### src/sv/integer_to_padded_ascii_core_assert.svh
// assertion macros for the integer to padded ascii core
`ifndef INTEGER_TO_PADDED_ASCII_CORE_ASSERT_SVH
`define INTEGER_TO_PADDED_ASCII_CORE_ASSERT_SVH

// same-cycle implication, clocked on clk, disabled in reset
`define ITPA_ASSERT_IMP(lbl, ante, cons, msg) \
    lbl: assert property (@(posedge clk) disable iff (!rst_n) (ante) |-> (cons)) \
        else $error(msg);

// next-cycle implication, clocked on clk, disabled in reset
`define ITPA_ASSERT_NXT(lbl, ante, cons, msg) \
    lbl: assert property (@(posedge clk) disable iff (!rst_n) (ante) |=> (cons)) \
        else $error(msg);

`endif

### src/sv/itpa_pkg.sv
// shared types, constants and helpers of the integer to padded ascii core
package itpa_pkg;

    localparam int VALUE_BITS_DEF = 16;
    localparam int VALUE_W        = 16;
    localparam int FUNC_W         = 3;
    localparam int WIDTH_W        = 5;
    localparam int CHAR_W         = 7;
    localparam int MAX_CHARS      = 31;
    localparam int CNT_W          = 5;

    localparam logic [FUNC_W-1:0] FUNC_SDEC    = 3'd0;
    localparam logic [FUNC_W-1:0] FUNC_UDEC_SP = 3'd1;
    localparam logic [FUNC_W-1:0] FUNC_UDEC_ZP = 3'd2;
    localparam logic [FUNC_W-1:0] FUNC_HEX     = 3'd3;
    localparam logic [FUNC_W-1:0] FUNC_BIN     = 3'd4;

    localparam logic [CHAR_W-1:0] CHAR_SPACE = 7'h20;
    localparam logic [CHAR_W-1:0] CHAR_ZERO  = 7'h30;
    localparam logic [CHAR_W-1:0] CHAR_MINUS = 7'h2d;
    localparam logic [CHAR_W-1:0] CHAR_LA    = 7'h61;

    typedef struct packed {
        logic load;
        logic conv;
        logic bcd_load;
        logic strip;
        logic emit_pad;
        logic emit_sign;
        logic emit_digit;
    } itpa_cmd_t;

    typedef struct packed {
        logic is_dec;
        logic conv_done;
        logic strip_done;
        logic pad_needed;
        logic neg;
        logic dig_last;
        logic cap;
        logic out_free;
    } itpa_sts_t;

    function automatic logic [CHAR_W-1:0] digit_char(input logic [3:0] d);
        if (d < 4'd10)
            return CHAR_ZERO + {3'b000, d};
        else
            return CHAR_LA + {3'b000, d} - 7'd10;
    endfunction

endpackage

### src/sv/itpa_ctrl.sv
// controller state machine: conversion, leading zero strip and character emission
module itpa_ctrl
    import itpa_pkg::*;
(
    input  logic      clk,
    input  logic      rst_n,
    input  logic      in_valid,
    output logic      in_ready,
    input  itpa_sts_t sts,
    output itpa_cmd_t cmd
);

    `include "integer_to_padded_ascii_core_assert.svh"

    typedef enum logic [5:0] {
        S_IDLE  = 6'b000001,
        S_CONV  = 6'b000010,
        S_STRIP = 6'b000100,
        S_PAD   = 6'b001000,
        S_SIGN  = 6'b010000,
        S_DIGIT = 6'b100000
    } state_t;

    state_t state_reg;
    state_t state_next;

    always_ff @(posedge clk or negedge rst_n)
    begin
        if (!rst_n)
            state_reg <= S_IDLE;
        else
            state_reg <= state_next;
    end

    assign in_ready = (state_reg == S_IDLE);

    always_comb
    begin
        state_next = state_reg;
        cmd        = '0;
        case (state_reg)
            S_IDLE:
            begin
                if (in_valid)
                begin
                    cmd.load   = 1'b1;
                    state_next = S_CONV;
                end
            end
            S_CONV:
            begin
                if (!sts.is_dec)
                    state_next = S_STRIP;
                else if (sts.conv_done)
                begin
                    cmd.bcd_load = 1'b1;
                    state_next   = S_STRIP;
                end
                else
                    cmd.conv = 1'b1;
            end
            S_STRIP:
            begin
                if (sts.strip_done)
                    state_next = S_PAD;
                else
                    cmd.strip = 1'b1;
            end
            S_PAD:
            begin
                if (!sts.pad_needed)
                    state_next = sts.neg ? S_SIGN : S_DIGIT;
                else if (sts.out_free)
                begin
                    cmd.emit_pad = 1'b1;
                    if (sts.cap)
                        state_next = S_IDLE;
                end
            end
            S_SIGN:
            begin
                if (sts.out_free)
                begin
                    cmd.emit_sign = 1'b1;
                    state_next    = sts.cap ? S_IDLE : S_DIGIT;
                end
            end
            S_DIGIT:
            begin
                if (sts.out_free)
                begin
                    cmd.emit_digit = 1'b1;
                    if (sts.dig_last || sts.cap)
                        state_next = S_IDLE;
                end
            end
            default:
            begin
                state_next = S_IDLE;
            end
        endcase
    end

    `ITPA_ASSERT_IMP(a_emit_needs_room,
        cmd.emit_pad || cmd.emit_sign || cmd.emit_digit, sts.out_free,
        "character emitted while output register is full")
    `ITPA_ASSERT_NXT(a_accept_starts_conv, in_valid && in_ready, state_reg == S_CONV,
        "accepted transfer did not start conversion")

endmodule

### src/sv/itpa_datapath.sv
// datapath: operand capture, binary to bcd, digit slots, counters and output register
module itpa_datapath
    import itpa_pkg::*;
#(
    parameter int VALUE_BITS = VALUE_BITS_DEF
)
(
    input  logic                clk,
    input  logic                rst_n,
    input  itpa_cmd_t           cmd,
    output itpa_sts_t           sts,
    input  logic [FUNC_W-1:0]   func,
    input  logic [VALUE_W-1:0]  value,
    input  logic [WIDTH_W-1:0]  field_width,
    output logic                out_valid,
    input  logic                out_ready,
    output logic [CHAR_W-1:0]   character,
    output logic                last
);

    `include "integer_to_padded_ascii_core_assert.svh"

    localparam int EXT_W  = (VALUE_BITS > VALUE_W) ? VALUE_BITS : VALUE_W;
    localparam int DEC_D  = (VALUE_BITS * 30103) / 100000 + 1;
    localparam int HEX_D  = (VALUE_BITS + 3) / 4;
    localparam int ND_W   = $clog2(VALUE_BITS + 1);
    localparam int BCNT_W = $clog2(VALUE_BITS + 1);
    localparam int CMP_W  = ND_W + WIDTH_W;

    typedef logic [VALUE_BITS-1:0][3:0] slots_t;

    logic                    is_dec_reg, is_dec_next;
    logic                    zpad_reg, zpad_next;
    logic                    neg_reg, neg_next;
    logic [WIDTH_W-1:0]      wrem_reg, wrem_next;
    logic [VALUE_BITS-1:0]   bin_reg, bin_next;
    logic [DEC_D*4-1:0]      bcd_reg, bcd_next;
    logic [BCNT_W-1:0]       bcnt_reg, bcnt_next;
    slots_t                  slot_reg, slot_next;
    logic [ND_W-1:0]         nd_reg, nd_next;
    logic [CNT_W-1:0]        emitted_reg, emitted_next;
    logic                    out_valid_reg, out_valid_next;
    logic [CHAR_W-1:0]       char_reg, char_next;
    logic                    last_reg, last_next;

    logic [EXT_W-1:0]        value_ext;
    logic [VALUE_BITS-1:0]   v_in;
    logic [VALUE_BITS-1:0]   mag;
    logic                    in_neg;
    logic                    in_dec;
    logic                    in_hex;
    logic                    in_zpad;
    logic [HEX_D*4-1:0]      hex_vec;
    slots_t                  hex_slots;
    slots_t                  bin_slots;
    slots_t                  dec_slots;
    logic [DEC_D*4-1:0]      bcd_adj;
    logic                    cap;

    assign value_ext = EXT_W'(value);
    assign v_in      = value_ext[VALUE_BITS-1:0];

    always_comb
    begin
        in_dec  = 1'b1;
        in_hex  = 1'b0;
        in_zpad = 1'b0;
        in_neg  = 1'b0;
        case (func)
            FUNC_SDEC:    in_neg  = v_in[VALUE_BITS-1];
            FUNC_UDEC_ZP: in_zpad = 1'b1;
            FUNC_HEX:     begin in_dec = 1'b0; in_hex = 1'b1; end
            FUNC_BIN:     begin in_dec = 1'b0; in_zpad = 1'b1; end
            default:      in_dec  = 1'b1;
        endcase
    end

    assign mag     = in_neg ? (~v_in + 1'b1) : v_in;
    assign hex_vec = (HEX_D*4)'(mag);

    always_comb
    begin
        hex_slots = '0;
        bin_slots = '0;
        dec_slots = '0;
        for (int k = 0; k < HEX_D; k++)
            hex_slots[VALUE_BITS-HEX_D+k] = hex_vec[4*k +: 4];
        for (int j = 0; j < VALUE_BITS; j++)
            bin_slots[j] = {3'b000, mag[j]};
        for (int k = 0; k < DEC_D; k++)
            dec_slots[VALUE_BITS-DEC_D+k] = bcd_reg[4*k +: 4];
        for (int k = 0; k < DEC_D; k++)
            bcd_adj[4*k +: 4] = (bcd_reg[4*k +: 4] >= 4'd5) ?
                                (bcd_reg[4*k +: 4] + 4'd3) : bcd_reg[4*k +: 4];
    end

    assign cap = (emitted_reg == CNT_W'(MAX_CHARS - 1));

    always_comb
    begin
        is_dec_next    = is_dec_reg;
        zpad_next      = zpad_reg;
        neg_next       = neg_reg;
        wrem_next      = wrem_reg;
        bin_next       = bin_reg;
        bcd_next       = bcd_reg;
        bcnt_next      = bcnt_reg;
        slot_next      = slot_reg;
        nd_next        = nd_reg;
        emitted_next   = emitted_reg;
        char_next      = char_reg;
        last_next      = last_reg;
        out_valid_next = out_valid_reg && !out_ready;

        if (cmd.load)
        begin
            is_dec_next  = in_dec;
            zpad_next    = in_zpad;
            neg_next     = in_neg;
            wrem_next    = field_width;
            bin_next     = mag;
            bcd_next     = '0;
            bcnt_next    = BCNT_W'(VALUE_BITS);
            emitted_next = '0;
            slot_next    = in_hex ? hex_slots : bin_slots;
            nd_next      = in_hex ? ND_W'(HEX_D) : ND_W'(VALUE_BITS);
        end

        if (cmd.conv)
        begin
            bcd_next  = {bcd_adj[DEC_D*4-2:0], bin_reg[VALUE_BITS-1]};
            bin_next  = {bin_reg[VALUE_BITS-2:0], 1'b0};
            bcnt_next = bcnt_reg - 1'b1;
        end

        if (cmd.bcd_load)
        begin
            slot_next = dec_slots;
            nd_next   = ND_W'(DEC_D);
        end

        if (cmd.strip || cmd.emit_digit)
        begin
            slot_next = {slot_reg[VALUE_BITS-2:0], 4'h0};
            nd_next   = nd_reg - 1'b1;
        end

        if (cmd.emit_pad)
            wrem_next = wrem_reg - 1'b1;

        if (cmd.emit_pad || cmd.emit_sign || cmd.emit_digit)
        begin
            out_valid_next = 1'b1;
            emitted_next   = emitted_reg + 1'b1;
        end

        if (cmd.emit_pad)
        begin
            char_next = zpad_reg ? CHAR_ZERO : CHAR_SPACE;
            last_next = cap;
        end
        else if (cmd.emit_sign)
        begin
            char_next = CHAR_MINUS;
            last_next = cap;
        end
        else if (cmd.emit_digit)
        begin
            char_next = digit_char(slot_reg[VALUE_BITS-1]);
            last_next = (nd_reg == ND_W'(1)) || cap;
        end
    end

    always_ff @(posedge clk or negedge rst_n)
    begin
        if (!rst_n)
        begin
            out_valid_reg <= 1'b0;
            emitted_reg   <= '0;
            nd_reg        <= '0;
            bcnt_reg      <= '0;
            is_dec_reg    <= 1'b0;
        end
        else
        begin
            out_valid_reg <= out_valid_next;
            emitted_reg   <= emitted_next;
            nd_reg        <= nd_next;
            bcnt_reg      <= bcnt_next;
            is_dec_reg    <= is_dec_next;
        end
    end

    always_ff @(posedge clk)
    begin
        zpad_reg <= zpad_next;
        neg_reg  <= neg_next;
        wrem_reg <= wrem_next;
        bin_reg  <= bin_next;
        bcd_reg  <= bcd_next;
        slot_reg <= slot_next;
        char_reg <= char_next;
        last_reg <= last_next;
    end

    assign sts.is_dec     = is_dec_reg;
    assign sts.conv_done  = (bcnt_reg == '0);
    assign sts.strip_done = (nd_reg == ND_W'(1)) || (slot_reg[VALUE_BITS-1] != 4'h0);
    assign sts.pad_needed = CMP_W'(wrem_reg) > (CMP_W'(nd_reg) + CMP_W'(neg_reg));
    assign sts.neg        = neg_reg;
    assign sts.dig_last   = (nd_reg == ND_W'(1));
    assign sts.cap        = cap;
    assign sts.out_free   = !out_valid_reg || out_ready;

    assign out_valid = out_valid_reg;
    assign character = char_reg;
    assign last      = last_reg;

    `ITPA_ASSERT_IMP(a_digit_left, cmd.emit_digit || cmd.strip, nd_reg != '0,
        "digit slot consumed with no digit left")
    `ITPA_ASSERT_IMP(a_conv_only_dec, cmd.conv, is_dec_reg && (bcnt_reg != '0),
        "bcd step issued outside a decimal conversion")

endmodule

### src/sv/integer_to_padded_ascii_core.sv
// top level of the integer to padded ascii core: controller plus datapath
// sequence: after the input transfer the operand is loaded, decimal values then go through
// the binary to bcd steps, leading zero digits are stripped, and the pads, the sign if negative and the digits follow
// throughput: one character per cycle while out_ready holds, none on the step out of the pads;
// a new item is accepted only once the last character of the current one has been emitted
// reset: rst_n clears the state machine, counters and output valid; the data registers are not reset
module integer_to_padded_ascii_core
    import itpa_pkg::*;
#(
    parameter int VALUE_BITS = VALUE_BITS_DEF
)
(
    input  logic               clk,
    input  logic               rst_n,
    input  logic               in_valid,
    output logic               in_ready,
    input  logic [FUNC_W-1:0]  func,
    input  logic [VALUE_W-1:0] value,
    input  logic [WIDTH_W-1:0] field_width,
    output logic               out_valid,
    input  logic               out_ready,
    output logic [CHAR_W-1:0]  character,
    output logic               last
);

    itpa_cmd_t cmd;
    itpa_sts_t sts;

    itpa_ctrl u_ctrl (
        .clk      (clk),
        .rst_n    (rst_n),
        .in_valid (in_valid),
        .in_ready (in_ready),
        .sts      (sts),
        .cmd      (cmd)
    );

    itpa_datapath #(
        .VALUE_BITS (VALUE_BITS)
    ) u_datapath (
        .clk         (clk),
        .rst_n       (rst_n),
        .cmd         (cmd),
        .sts         (sts),
        .func        (func),
        .value       (value),
        .field_width (field_width),
        .out_valid   (out_valid),
        .out_ready   (out_ready),
        .character   (character),
        .last        (last)
    );

endmodule
### config.mk
export PLATFORM = sky130hd
export DESIGN_NAME = integer_to_padded_ascii_core
export DESIGN_NICKNAME = d
export VERILOG_FILES = /design/src/sv/itpa_pkg.sv /design/src/sv/itpa_ctrl.sv /design/src/sv/itpa_datapath.sv /design/src/sv/integer_to_padded_ascii_core.sv
export VERILOG_INCLUDE_DIRS = /design/src /design/src/sv
export SDC_FILE = /design/constraint.sdc
export NUM_CORES = 1
export LEC_CHECK = 0
export BUFFER_PORTS_ARGS = -buffer_cell sky130_fd_sc_hd__buf_2
export CAP_MARGIN = 0
export CORE_AREA = 10 10 130 132
export DETAILED_ROUTE_END_ITERATION = 16
export DIE_AREA = 0 0 140 142
export PLACE_DENSITY = 0.69
export SLEW_MARGIN = 40
export SYNTH_ARGS = -nofsm -noshare
export SYNTH_HDL_FRONTEND = slang
export SYNTH_HIERARCHICAL = 1
export SYNTH_SLANG_ARGS = --single-unit
### constraint.sdc
create_clock -name clk -period 3.7 [get_ports clk]
set_input_delay 0.74 -clock clk [delete_from_list [all_inputs] [get_ports clk]]
set_output_delay 0.74 -clock clk [all_outputs]
set_load 0.01 [all_outputs]
**Word-level counts from Yosys, hierarchy flattened**

Index checks and enable logic that the tools add are counted.

- Register bits after elaboration: 138
- Bits of input ports: 28
- Output and inout bits: 10
- Word-level logic and storage cells: 155

- Add/sub/neg operators: 14
- $lt $le $gt $ge: 7
- Equal/unequal tests: 19
- Muxes and demuxes: 63
- Bitwise operators: 1
- Reductions and logical operators: 21

Operator list:

| kind | number |
|---|---|
| $mux W64 | 4 |
| $mux W6 | 12 |
| $mux W5 | 11 |
| $mux W16 | 3 |
| $mux W20 | 2 |
| $pmux W6 S6 | 1 |
| $mux W7 | 4 |
| $ge A4 B3 Y1 const B | 5 |
| $mux W1 | 19 |
| $add A16 B1 Y16 const B | 1 |
| $add A4 B2 Y4 const B | 4 |
| $mux W4 | 4 |
| $not A16 Y16 | 1 |
| $sub A5 B1 Y5 const B | 3 |
| $gt A5 B10 Y1 | 1 |
| $ne A2 B2 Y1 const B | 4 |
| $reduce_and A8 Y1 | 1 |
| $add A6 B4 Y7 const A | 1 |
| $add A6 B5 Y7 const A | 1 |
| $sub A7 B4 Y7 const B | 1 |
| $add A5 B1 Y6 | 1 |
| $eq A3 B2 Y1 const B | 2 |
| $eq A6 B1 Y1 const B | 1 |
| $eq A6 B2 Y1 const B | 1 |
| 24 further kinds | 37 |

**Logic depth before layout (Yosys ltp)**

Gate-level depths: netlist (run 1).

- Word-level depth: 8
- Mapped depth: 16
- Mapped depth without buffers: 15

**Hierarchy**

Netlist (run 1), hierarchy kept.

By module, submodules not included:

| module | instances | cells each | area an instance (um^2) | sequential area each (um^2) |
|---|---|---|---|---|
| itpa_datapath | 1 | 557 | 5870.6 | 3138.0 |
| itpa_ctrl | 1 | 49 | 460.4 | 151.4 |

**Least setup slack after synthesis (run 1)**

Ideal clock, no wire load.

- Path kind: register to register
- Start point: register u_ctrl.state_reg[2]
- End point: register u_datapath.bcd_reg[0] (enable)
- Library setup time: 0.390 ns
- Arrival: 2.902 ns
- Required time: 3.310 ns
- Path slack: 0.407 ns
- Cell stages (with the launch flop): 8
- Buffers on the path: 1
- Period minus slack after synthesis: 3.293 ns
- Cell sequence: dfrtp_1 or4_4 or3b_4 inv_1 and2_1 clkbuf_1 nor2_1 inv_1

RTL lines:

| item | line | RTL |
|---|---|---|
| start, declared | itpa_ctrl.sv:24 | `state_t state_reg;` |
| start signal, assigned | itpa_ctrl.sv:32 | `state_reg <= state_next;` |
| end signal, assigned | itpa_datapath.sv:200 | `bcd_reg <= bcd_next;` |
| end, declared | itpa_datapath.sv:37 | `logic [DEC_D*4-1:0] bcd_reg, bcd_next;` |

==> flow_summary.toml, run 1 <==
[finish]
drive_gt1_share_pct = 16.0
multi_input_area_mm2 = 0.00278
diodes = 0
fin_nets = 703
seq_area_mm2 = 0.00329
post-route-util_pct = 51.0
largest_reg_flops = 40
stdcell_area_mm2 = 0.00730
areaGrowthSynthToFinish_pct = 15.2
nFillCells = 1313

[detailed_routing]
wl_um = 14800
first_pass_iters = 5
drcViolationCount = 0
ant_nets = 0
drt-vias-per-instance = 5.63
vias = 4759
wire_per_inst_um = 17.5
first_iter_violations = 407

[logic_synthesis]
synth_area_leader_cell = "edfxtp_1"
yosys_warnings = 6
ys_seq_area_share_pct = 52.0
synth-edff-count = 89
synth_cell_type_count = 78
synthesis.area_mm2 = 0.00633
synth_area_per_cell_um2 = 10.4
ys.flop_type = "edfxtp_1"
synth-async-reset-ratio_pct = 20.2
syn_nets = 661
synth_most_common_cell = "edfxtp_1"
syn-instance-count = 606
netlist_top_cells_area = "edfxtp_1 42%, dfrtp_1 8.7%, ha_1 5.3%, nand2_1 4.0%, xnor2_1 3.5%"
synth-seq-cells = 114
synth_top_area_share_pct = 42.2
synthTopCellsByCount = "89 x edfxtp_1, 67 x nand2_1, 39 x nor2_1, 35 x o21ai_1, 33 x inv_1"

[place]
placed_area_mm2 = 0.00672
portBuffers = 37
dp_hpwl_um = 10300
dp_slack_ns = 0.365
gp_congestion = 0.879

[floorplan]
io_pins = 38
die_w_um = 140
start_util_pct = 44.2
core_mm2 = 0.0143
die-area_mm2 = 0.0199
die_y_um = 142
core.rowCount = 44

[worst_setup_path]
reg2regPathDepth = 15
cp_slowest_cell = "dfrtp_1"
cp-end-kind = "flip-flop"
crit_top_cell = "ha_1"
reg2reg_from = "u_datapath/nd_reg[0]"
path_max_fanout = 14
path_class = "flip-flop to flip-flop"
worstPathArrival_ns = 3.69
slowest_delay_ns = 0.45
cp-startpoint = "u_datapath/nd_reg[0]"
crit_chain = "ha_1, ha_1, nand3_1, xor2_1, ha_1, and3_1, nand3_1, o21ai_0, a21oi_1, and4_1, nor3_1, inv_1, nor2_1, o21ai_0, o21ai_1"
crit_path_start_kind = "flip-flop"
crit_required_ns = 3.99

[timing]
min_period_over_period_pct = 91.9
postLayoutSetupSlackWorst_ns = 0.301
rsz0062_at_grt = "no"
finalWorstPathRequiredPeriod_ns = 3.40
max-slew-margin-rel_pct = 46.9
slew_violations = 0
worst_pin_slew_ns = 0.792
finClkSkew_ns = 0.00768
finalHoldViolations = 0
clock.fmax_mhz = 294
setup_tns_ns = 0
setup_viol = 0

[power_and_ir_drop]
peakVddDrop_mv = 0.415
p_leak_nw = 2.99
power.total_mw = 5.40
p_per_area_mw_per_mm2 = 740

[clock_network]
clock-sinks = 114
postCtsSetupBuffers = 0
h-tree-depth = 4
holdBufCountCts = 0
cts_resized = 0
cts_buffers = 17
clock_path_buffers = 2
clk_pin_slew_ns = 0.05
cts_root_buf = "clkbuf_16"
insertion_delay_ns = 0.42
cts_tree = "yes"

[grt]
grt_max_degree = 40
grt_pass1_wl_um = 24000
antenna_found_initial = 0
grtUsageTotal_pct = 15.0
gr-total-overflow = 0
grt_pass1_vias = 4765

[job]
maxCapViolCount = 0

[status]
status = "complete, no violations"

[hold_path]
hold_class = "primary input to asynchronous set/reset pin"
-- path summary, 6_finish.rpt --
path / to / slack [ns]
max in group asynchronous: u_ctrl/state_reg[0] / 3.02
setup reg to reg: u_datapath/emitted_reg[3] / 0.30
hold reg to reg: u_datapath/slot_reg[0] / 0.46
setup / recovery: u_datapath/emitted_reg[3] / 0.30
hold / removal: u_ctrl/state_reg[3] / 0.31
min in group clk: u_datapath/slot_reg[0] / 0.46
-- layout by cell type, fill, tap and decap left out, types with 4 or more instances in the layout --
cell type | Yosys | layout
edfxtp_1 | 89 | 89
nand2_1 | 67 | 67
nor2_1 | 39 | 38
buf_2 | 0 | 37
o21ai_1 | 35 | 35
inv_1 | 33 | 33
a21oi_1 | 27 | 27
ha_1 | 27 | 27
o21ai_0 | 25 | 25
xnor2_1 | 25 | 25
dfrtp_1 | 22 | 22
and3_1 | 20 | 20
clkbuf_16 | 0 | 17
nor3_1 | 17 | 17
and2_1 | 16 | 16
buf_4 | 3 | 14
nand3_1 | 10 | 10
nand2b_1 | 9 | 9
a31oi_1 | 8 | 8
a21o_1 | 6 | 6
xor2_1 | 6 | 6
a21boi_0 | 5 | 5
o211a_1 | 5 | 5
clkinv_2 | 0 | 4
nor2b_1 | 4 | 4
nand4_1 | 4 | 4
o21a_1 | 4 | 4
-- cell type report --
cell class | instances | share of cell area [%]
Clock buffer | 20 | 5.99
Clock inverter | 12 | 1.92
Inverter | 34 | 1.75
Multi-Input combinational cell | 430 | 38.1
Sequential cell | 114 | 45.1
Tap cell | 184 | 3.16
Timing Repair Buffer | 51 | 3.98
-- where the power goes --
| group | total (mW) | switching (mW) | internal, mW | leakage, nW |
|---|---|---|---|---|
| clock | 1.61 | 0.563 | 1.05 | 0.275 |
| sequential | 2.24 | 0.291 | 1.95 | 1.17 |
| combinational | 1.55 | 0.946 | 0.608 | 1.55 |
| total | 5.40 | 1.80 | 3.60 | 2.99 |
-- stage by stage --
stage / cells / hold slack [ns]
floorplan: 606 / 0.425
CTS: 845 / 0.314
global placement: 813 / 0.447
global route: 845 / 0.331
finish: 845 / 0.315
detailed placement: 813 / 0.449
-- metal layers --
layer	vias up	GRT usage, %	wire length [um]
met3	24	4.57	868
met5	-	0	0
li1	2277	-	-
met4	0	6.09	245
met2	138	25.3	7250
met1	2320	17.5	6450
-- kinds of logic after synthesis --
group | count (synthesis) | share of synthesized area, %
AND/OR/NAND/NOR | 216 | 18.0
other | 2 | 0.119
AO/OA/AOI/OAI | 147 | 14.9
buffers and inverters | 62 | 4.15
flip-flops | 114 | 52.0
adder cells (fa/ha/maj) | 27 | 5.34
multiplexers | 7 | 1.24
XOR/XNOR | 31 | 4.29
-- worst max-delay path, delay by kind of cell (launching register included) --
kind | cells | cell delay (ns)
and+or+nand+nor | 6 | 0.86
AOI/OAI and AO/OA | 4 | 0.67
adders and majority gates | 3 | 0.72
buffers and inverters | 1 | 0.40
xor gates and xnor gates | 1 | 0.17
DFF | 1 | 0.45
Power figures use the tool's default switching activity.
==> run 2, diff against run 1 <==
- CORE_AREA: 10 10 130 132 -> 10 10 127 129
- DIE_AREA: 0 0 140 142 -> 0 0 137 139
- SYNTH_HIERARCHICAL: 1 -> not set
==> run 2 against run 1 <==
Count of clock-buffer cells in the layout is 3 lower. Largest cell class unchanged. Maximum frequency is 8.8% higher. Non-clock buffer count is 5 lower.
==> flow_summary.toml, run 2 <==
[logic_synthesis]
synth_most_common_cell = "edfxtp_1"
synth_top_area_share_pct = 44.4
synthTopCellsByCount = "89 x edfxtp_1, 67 x nand2_1, 54 x o21ai_0, 50 x nor2_1, 39 x inv_1"
syn-instance-count = 576
synth-async-reset-ratio_pct = 20.2
synthesis.area_mm2 = 0.00602
ys.flop_type = "edfxtp_1"
synth_area_leader_cell = "edfxtp_1"
synth-seq-cells = 114
netlist_top_cells_area = "edfxtp_1 44%, dfrtp_1 9.1%, ha_1 5.4%, o21ai_0 4.5%, nand2_1 4.2%"
synth_cell_type_count = 59
syn_nets = 630
yosys_warnings = 0
synth_area_per_cell_um2 = 10.5
synth-edff-count = 89
ys_seq_area_share_pct = 54.6

[timing]
min_period_over_period_pct = 84.4
setup_viol = 0
finClkSkew_ns = 0.0103
finalWorstPathRequiredPeriod_ns = 3.12
finalHoldViolations = 0
clock.fmax_mhz = 320
rsz0062_at_grt = "no"
setup_tns_ns = 0
worst_pin_slew_ns = 0.600
max-slew-margin-rel_pct = 59.7
slew_violations = 0

[worst_setup_path]
crit_chain = "ha_1, ha_1, nand3_1, xor2_1, ha_1, nand3_1, a21oi_1, o211ai_1, a21oi_2, mux2_2, mux2i_1"
path_class = "flip-flop to flip-flop"
cp.depth = 11
crit_path_end = "u_datapath.emitted_reg[2]"
reg2reg_from = "u_datapath.nd_reg[0]"
path_max_fanout = 10
critical_path_buf_inv_count = 0
slowest_delay_ns = 0.50
crit_family = "compound AO/OA/AOI/OAI gates"
crit_top_cell = "ha_1"
reg2regPathDepth = 11
cp-end-kind = "flip-flop"
crit_required_ns = 4.04
r2r_setup_slack_ns = 0.58
crit_path_start_kind = "flip-flop"
worstPathArrival_ns = 3.46
r2r-end = "u_datapath.emitted_reg[2]"
cp-startpoint = "u_datapath.nd_reg[0]"
cp_slowest_cell = "a21oi_2"

[clock_network]
cts_buffers = 17
postCtsSetupBuffers = 0
cts_tree = "yes"
clock-sinks = 114
cts_root_buf = "clkbuf_16"
holdBufCountCts = 0
cts_resized = 0
insertion_delay_ns = 0.42
clk_pin_slew_ns = 0.06
clock_path_buffers = 2
h-tree-depth = 4

[grt]
gr-total-overflow = 0
grt_max_degree = 41
antenna_found_initial = 0
grtUsageTotal_pct = 15.4
grt_pass1_wl_um = 23000
grt_pass1_vias = 4658

[place]
gp_congestion = 0.870
portBuffers = 37
dp_hpwl_um = 9980
placed_area_mm2 = 0.00641

[finish]
final_common_cell = "edfxtp_1"
fin_nets = 675
largest_reg_flops = 40
final_cell_mix = "89 x edfxtp_1, 67 x nand2_1, 54 x o21ai_0"
stdcell_area_mm2 = 0.00700
areaGrowthSynthToFinish_pct = 16.3
diodes = 0
drive_gt1_share_pct = 13.6

[detailed_routing]
first_iter_violations = 427
drt-vias-per-instance = 5.63
drcViolationCount = 0
wl_um = 14200
first_pass_iters = 5
vias = 4584
wire_per_inst_um = 17.4
ant_nets = 0

[floorplan]
start_util_pct = 44.1
io_pins = 38
die-area_mm2 = 0.0190
die_w_um = 137
die_y_um = 139
core.rowCount = 43
core_mm2 = 0.0137

[power_and_ir_drop]
p_per_area_mw_per_mm2 = 715
peakVddDrop_mv = 0.383
p_leak_nw = 2.78

[status]
status = "complete, no violations"

[job]
maxCapViolCount = 0

[hold_path]
hold_class = "primary input to asynchronous set/reset pin"
==> run 2: through the flow <==
stage	setup slack [ns]	power, mW	std cells	util [%]	hold slack (ns)
final	0.576	5.00	814	51.3	0.315
after global routing	0.311	5.31	814	51.3	0.343
after CTS	0.572	5.04	814	51.3	0.321
after detailed placement	0.586	3.39	782	46.9	0.456
after global placement	0.807	3.32	782	46.9	0.452
after floorplan	0.846	2.97	576	-	0.425
==> run 2: kinds of logic after synthesis <==
group,after synthesis,synth area share (%)
xor+xnor,27,3.93
fa+ha+maj,26,5.40
compound gates,150,15.9
other cells,2,0.125
mux,6,1.06
buf+inv,59,3.89
simple gates,192,15.1
flops,114,54.6
==> run 2: worst reg2reg max path: stages (launching register included) <==
cell and delay, ns:
dfrtp_1 0.46, ha_1 0.21, ha_1 0.19, nand3_1 0.10
xor2_1 0.17, ha_1 0.34, nand3_1 0.11, a21oi_1 0.24
o211ai_1 0.22, a21oi_2 0.50, mux2_2 0.39, mux2i_1 0.13
==> run 2: worst min-delay path by stage <==
stage / slack (ns) / cells past startpoint / endpoint / startpoint
2_1_floorplan: 0.42 / 2 / u_datapath.slot_reg[0] / u_datapath.slot_reg[0]
3_3_place_gp: 0.45 / 2 / u_datapath.slot_reg[0] / u_datapath.slot_reg[0]
3_5_place_dp: 0.46 / 2 / u_datapath.slot_reg[0] / u_datapath.slot_reg[0]
4_1_cts: 0.32 / 1 / u_datapath.nd_reg[0] / rst_n
5_1_grt: 0.34 / 1 / u_datapath.nd_reg[1] / rst_n
6_report: 0.31 / 1 / u_datapath.nd_reg[1] / rst_n
==> run 2: cell type report <==
cell class              count  area, um2
repair buffers             46        253
flip-flops and latches    114       3290
well taps                 180        225
clock buffers              17        425
multi-input cells         403       2500
fillers                  1237       6660
clock inverters            15        168
inverters                  39        146
==> run 2: layer usage <==
metal  track usage [%]  up-vias  wire [um]
li1                  -     2180          -
met4              5.83        0        228
met3              5.76       24       1250
met5                 0        -          0
met2              24.6      166       6770
met1              18.2     2214       5950
==> run 2: where the power goes <==
group	switching (mW)	total [mW]	internal (mW)
Combinational	0.778	1.22	0.441
Sequential	0.265	2.15	1.89
Clock	0.585	1.63	1.05
==> run 3, diff against run 2 <==
- ABC_AREA: not set -> 1
- CORE_AREA: 10 10 127 129 -> 10 10 130 132
- DIE_AREA: 0 0 137 139 -> 0 0 140 142
- PLACE_DENSITY: 0.69 -> 0.72
- clock period: 3.7 -> 2.7 ns (I/O delays scaled with it)
==> run 3 against run 2 <==
Area after synthesis up 5.3%. Non-clock buffer count up 4. Cell count up 16%. Sequential share of layout area down 2.5 points. Register-to-register slack worse by 0.40 ns. Sequential power up 33%. Worst hold slack worse by 0.22 ns. Sequential cell count unchanged. Critical path type unchanged. Critical endpoint is now u_datapath.character[4]. Largest power group unchanged.
==> flow_summary.toml, run 3 <==
[finish]
fin_nets = 805
seq_area_mm2 = 0.00329
drive_gt1_share_pct = 14.5
areaGrowthSynthToFinish_pct = 16.7
final_common_cell = "nand2_1"
stdcell_area_mm2 = 0.00739
final_cell_mix = "160 x nand2_1, 101 x inv_1, 89 x edfxtp_1"
diodes = 0
multi_input_area_mm2 = 0.00256
nFillCells = 1285
largest_reg_flops = 40

[floorplan]
start_util_pct = 44.3
core_mm2 = 0.0143
io_pins = 38
die_w_um = 140
core.rowCount = 44
die_y_um = 142
die-area_mm2 = 0.0199

[logic_synthesis]
synth_area_per_cell_um2 = 9.09
synth_xor_xnor_area_share_pct = 2.76
synth_top_area_share_pct = 42.2
ys_seq_area_share_pct = 51.9
synth-simple-area-share_pct = 20.6
synth_most_common_cell = "nand2_1"
yosys_warnings = 0
synth_area_leader_cell = "edfxtp_1"
synth_top_family_by_area = "simple AND/OR/NAND/NOR gates"
synthesis.area_mm2 = 0.00634
muxShareOfSynthArea_pct = 0.158
netlist_top_cells_area = "edfxtp_1 42%, nand2_1 9.5%, dfrtp_1 8.7%, inv_1 6.0%, ha_1 5.1%"
ys.flop_type = "edfxtp_1"
syn_nets = 751
synthTopCellsByCount = "161 x nand2_1, 101 x inv_1, 89 x edfxtp_1, 64 x o21ai_0, 46 x nor2_1"
synth-edff-count = 89
synthAdderAreaFrac_pct = 5.13
synth-compound-area-share_pct = 11.5
synth-async-reset-ratio_pct = 20.2
synth_cell_type_count = 47
syn-instance-count = 697
synth-seq-cells = 114

[worst_setup_path]
cp-end-kind = "flip-flop"
crit_family = "simple AND/OR/NAND/NOR gates"
crit_chain = "ha_2, ha_1, xnor2_1, ha_1, nand2_1, inv_1, nand2_1, nand2_1, nand2_1, nand2_1, nand4_2, buf_4, inv_1, or2_2, o21ai_0"
crit_required_ns = 2.97
r2r-end = "u_datapath.character[4]"
reg2regPathDepth = 15
crit_path_end = "u_datapath.character[4]"
slowest_delay_ns = 0.40
path_max_fanout = 4
path_class = "flip-flop to flip-flop"
cp.depth = 15
critical_path_buf_inv_count = 3
cp_slowest_cell = "dfrtp_1"
reg2reg_from = "u_datapath.nd_reg[0]"
crit_path_start_kind = "flip-flop"
worstPathArrival_ns = 2.79
crit_top_cell = "nand2_1"
r2r_setup_slack_ns = 0.18
cp-startpoint = "u_datapath.nd_reg[0]"

[timing]
min_period_over_period_pct = 93.3
max-slew-margin-rel_pct = 63.3
setup_viol = 0
finalWorstPathRequiredPeriod_ns = 2.52
postLayoutSetupSlackWorst_ns = 0.180
slew_violations = 0
finClkSkew_ns = 0.00734
finalHoldViolations = 0
clock.fmax_mhz = 397
rsz0062_at_grt = "no"
worst_pin_slew_ns = 0.545

[power_and_ir_drop]
p_leak_nw = 3.35
p_per_area_mw_per_mm2 = 974
peakVddDrop_mv = 0.531

[clock_network]
clock_path_buffers = 2
clock-sinks = 114
cts_tree = "yes"
cts_root_buf = "clkbuf_16"
insertion_delay_ns = 0.42
holdBufCountCts = 0
h-tree-depth = 4
cts_buffers = 17
clk_pin_slew_ns = 0.05

[place]
gp_congestion = 0.852
dp_slack_ns = -0.0595
placed_area_mm2 = 0.00677
portBuffers = 37
dp_hpwl_um = 9900

[detailed_routing]
wire_per_inst_um = 14.8
first_iter_violations = 412
wl_um = 14000
vias = 4865
drcViolationCount = 0
drt-vias-per-instance = 5.13
ant_nets = 0
first_pass_iters = 5

[grt]
antenna_found_initial = 0
grtUsageTotal_pct = 14.2
grt_pass1_wl_um = 22900
grt_pass1_vias = 4663
gr-total-overflow = 0
grt_max_degree = 37

[hold_path]
hold_class = "primary input to asynchronous set/reset pin"

[status]
status = "complete, no violations"

[job]
maxCapViolCount = 0
## run 3: repair_timing
| item | 4_1_cts | 5_1_grt |
|---|---|---|
| hold endpoints to repair | 0 | 0 |
| gates resized for setup | 1 | 4 |
| setup endpoints to repair | 5 | 20 |
| buffers inserted | 0 | 1 |
| cloned | 0 | 0 |
| pin swaps | 0 | 1 |
## run 3: worst min-delay path by stage
| stage | startpoint | endpoint | slack, ns | cells after the start |
|---|---|---|---|---|
| final | rst_n | u_datapath.bcnt_reg[1] | 0.1 | 1 |
| after detailed placement | u_datapath.bin_reg[0] | u_datapath.bin_reg[0] | 0.47 | 2 |
| after floorplan | rst_n | u_ctrl.state_reg[1] | 0.24 | 0 |
| after CTS | rst_n | u_datapath.bcnt_reg[1] | 0.12 | 1 |
| after global placement | u_datapath.bin_reg[0] | u_datapath.bin_reg[0] | 0.46 | 2 |
| after global routing | rst_n | u_datapath.bcnt_reg[1] | 0.14 | 1 |
## run 3: cells by family after synthesis
family,Yosys count
and+or+nand+nor,283
DFF,114
AOI/OAI and AO/OA,132
other,2
buffers and inverters,119
adders and majority gates,26
muxes,1
xor gates and xnor gates,20
## run 3: layout make-up
class | instances | share of cell area (%)
flip-flops and latches | 114 | 44.5
multi-input cells | 464 | 34.7
clock buffers | 19 | 5.85
inverters | 104 | 5.28
repair buffers | 50 | 4.33
well taps | 184 | 3.11
clock inverters | 13 | 2.25
## run 3: worst register-to-register path, cell delays in order, from the launching register on
cell     delay (ns)
dfrtp_1        0.40
ha_2           0.21
ha_1           0.21
xnor2_1        0.13
ha_1           0.28
nand2_1        0.06
inv_1          0.06
nand2_1        0.07
nand2_1        0.05
nand2_1        0.05
nand2_1        0.09
nand4_2        0.15
buf_4          0.14
inv_1          0.04
or2_2          0.30
o21ai_0        0.14
## run 3: report_power, final
| group | switching, mW | total (mW) | internal (mW) |
|---|---|---|---|
| sequential | 0.273 | 2.86 | 2.58 |
| combinational | 1.36 | 2.05 | 0.695 |
| clock | 0.772 | 2.29 | 1.52 |
## run 3: metrics by stage
stage          hold WS, ns  util (%)  total power, mW  std cells  setup TNS, ns
2_1_floorplan        0.244         -             4.28        697              0
3_3_place_gp         0.457      47.3             4.85        915              0
3_5_place_dp         0.475      47.3             4.92        915         -0.154
4_1_cts              0.116      51.5             7.23        947              0
5_1_grt              0.143      51.7             7.65        948              0
6_report            0.0974      51.7             7.20        948              0
## run 3: layer usage
metal,global-route usage [%],vias up,part of all wire [%]
met5,0,-,0
met4,4.73,0,1.3
met3,3.44,18,5.8
met2,23.1,148,48
met1,18.1,2259,45
li1,-,2440,-
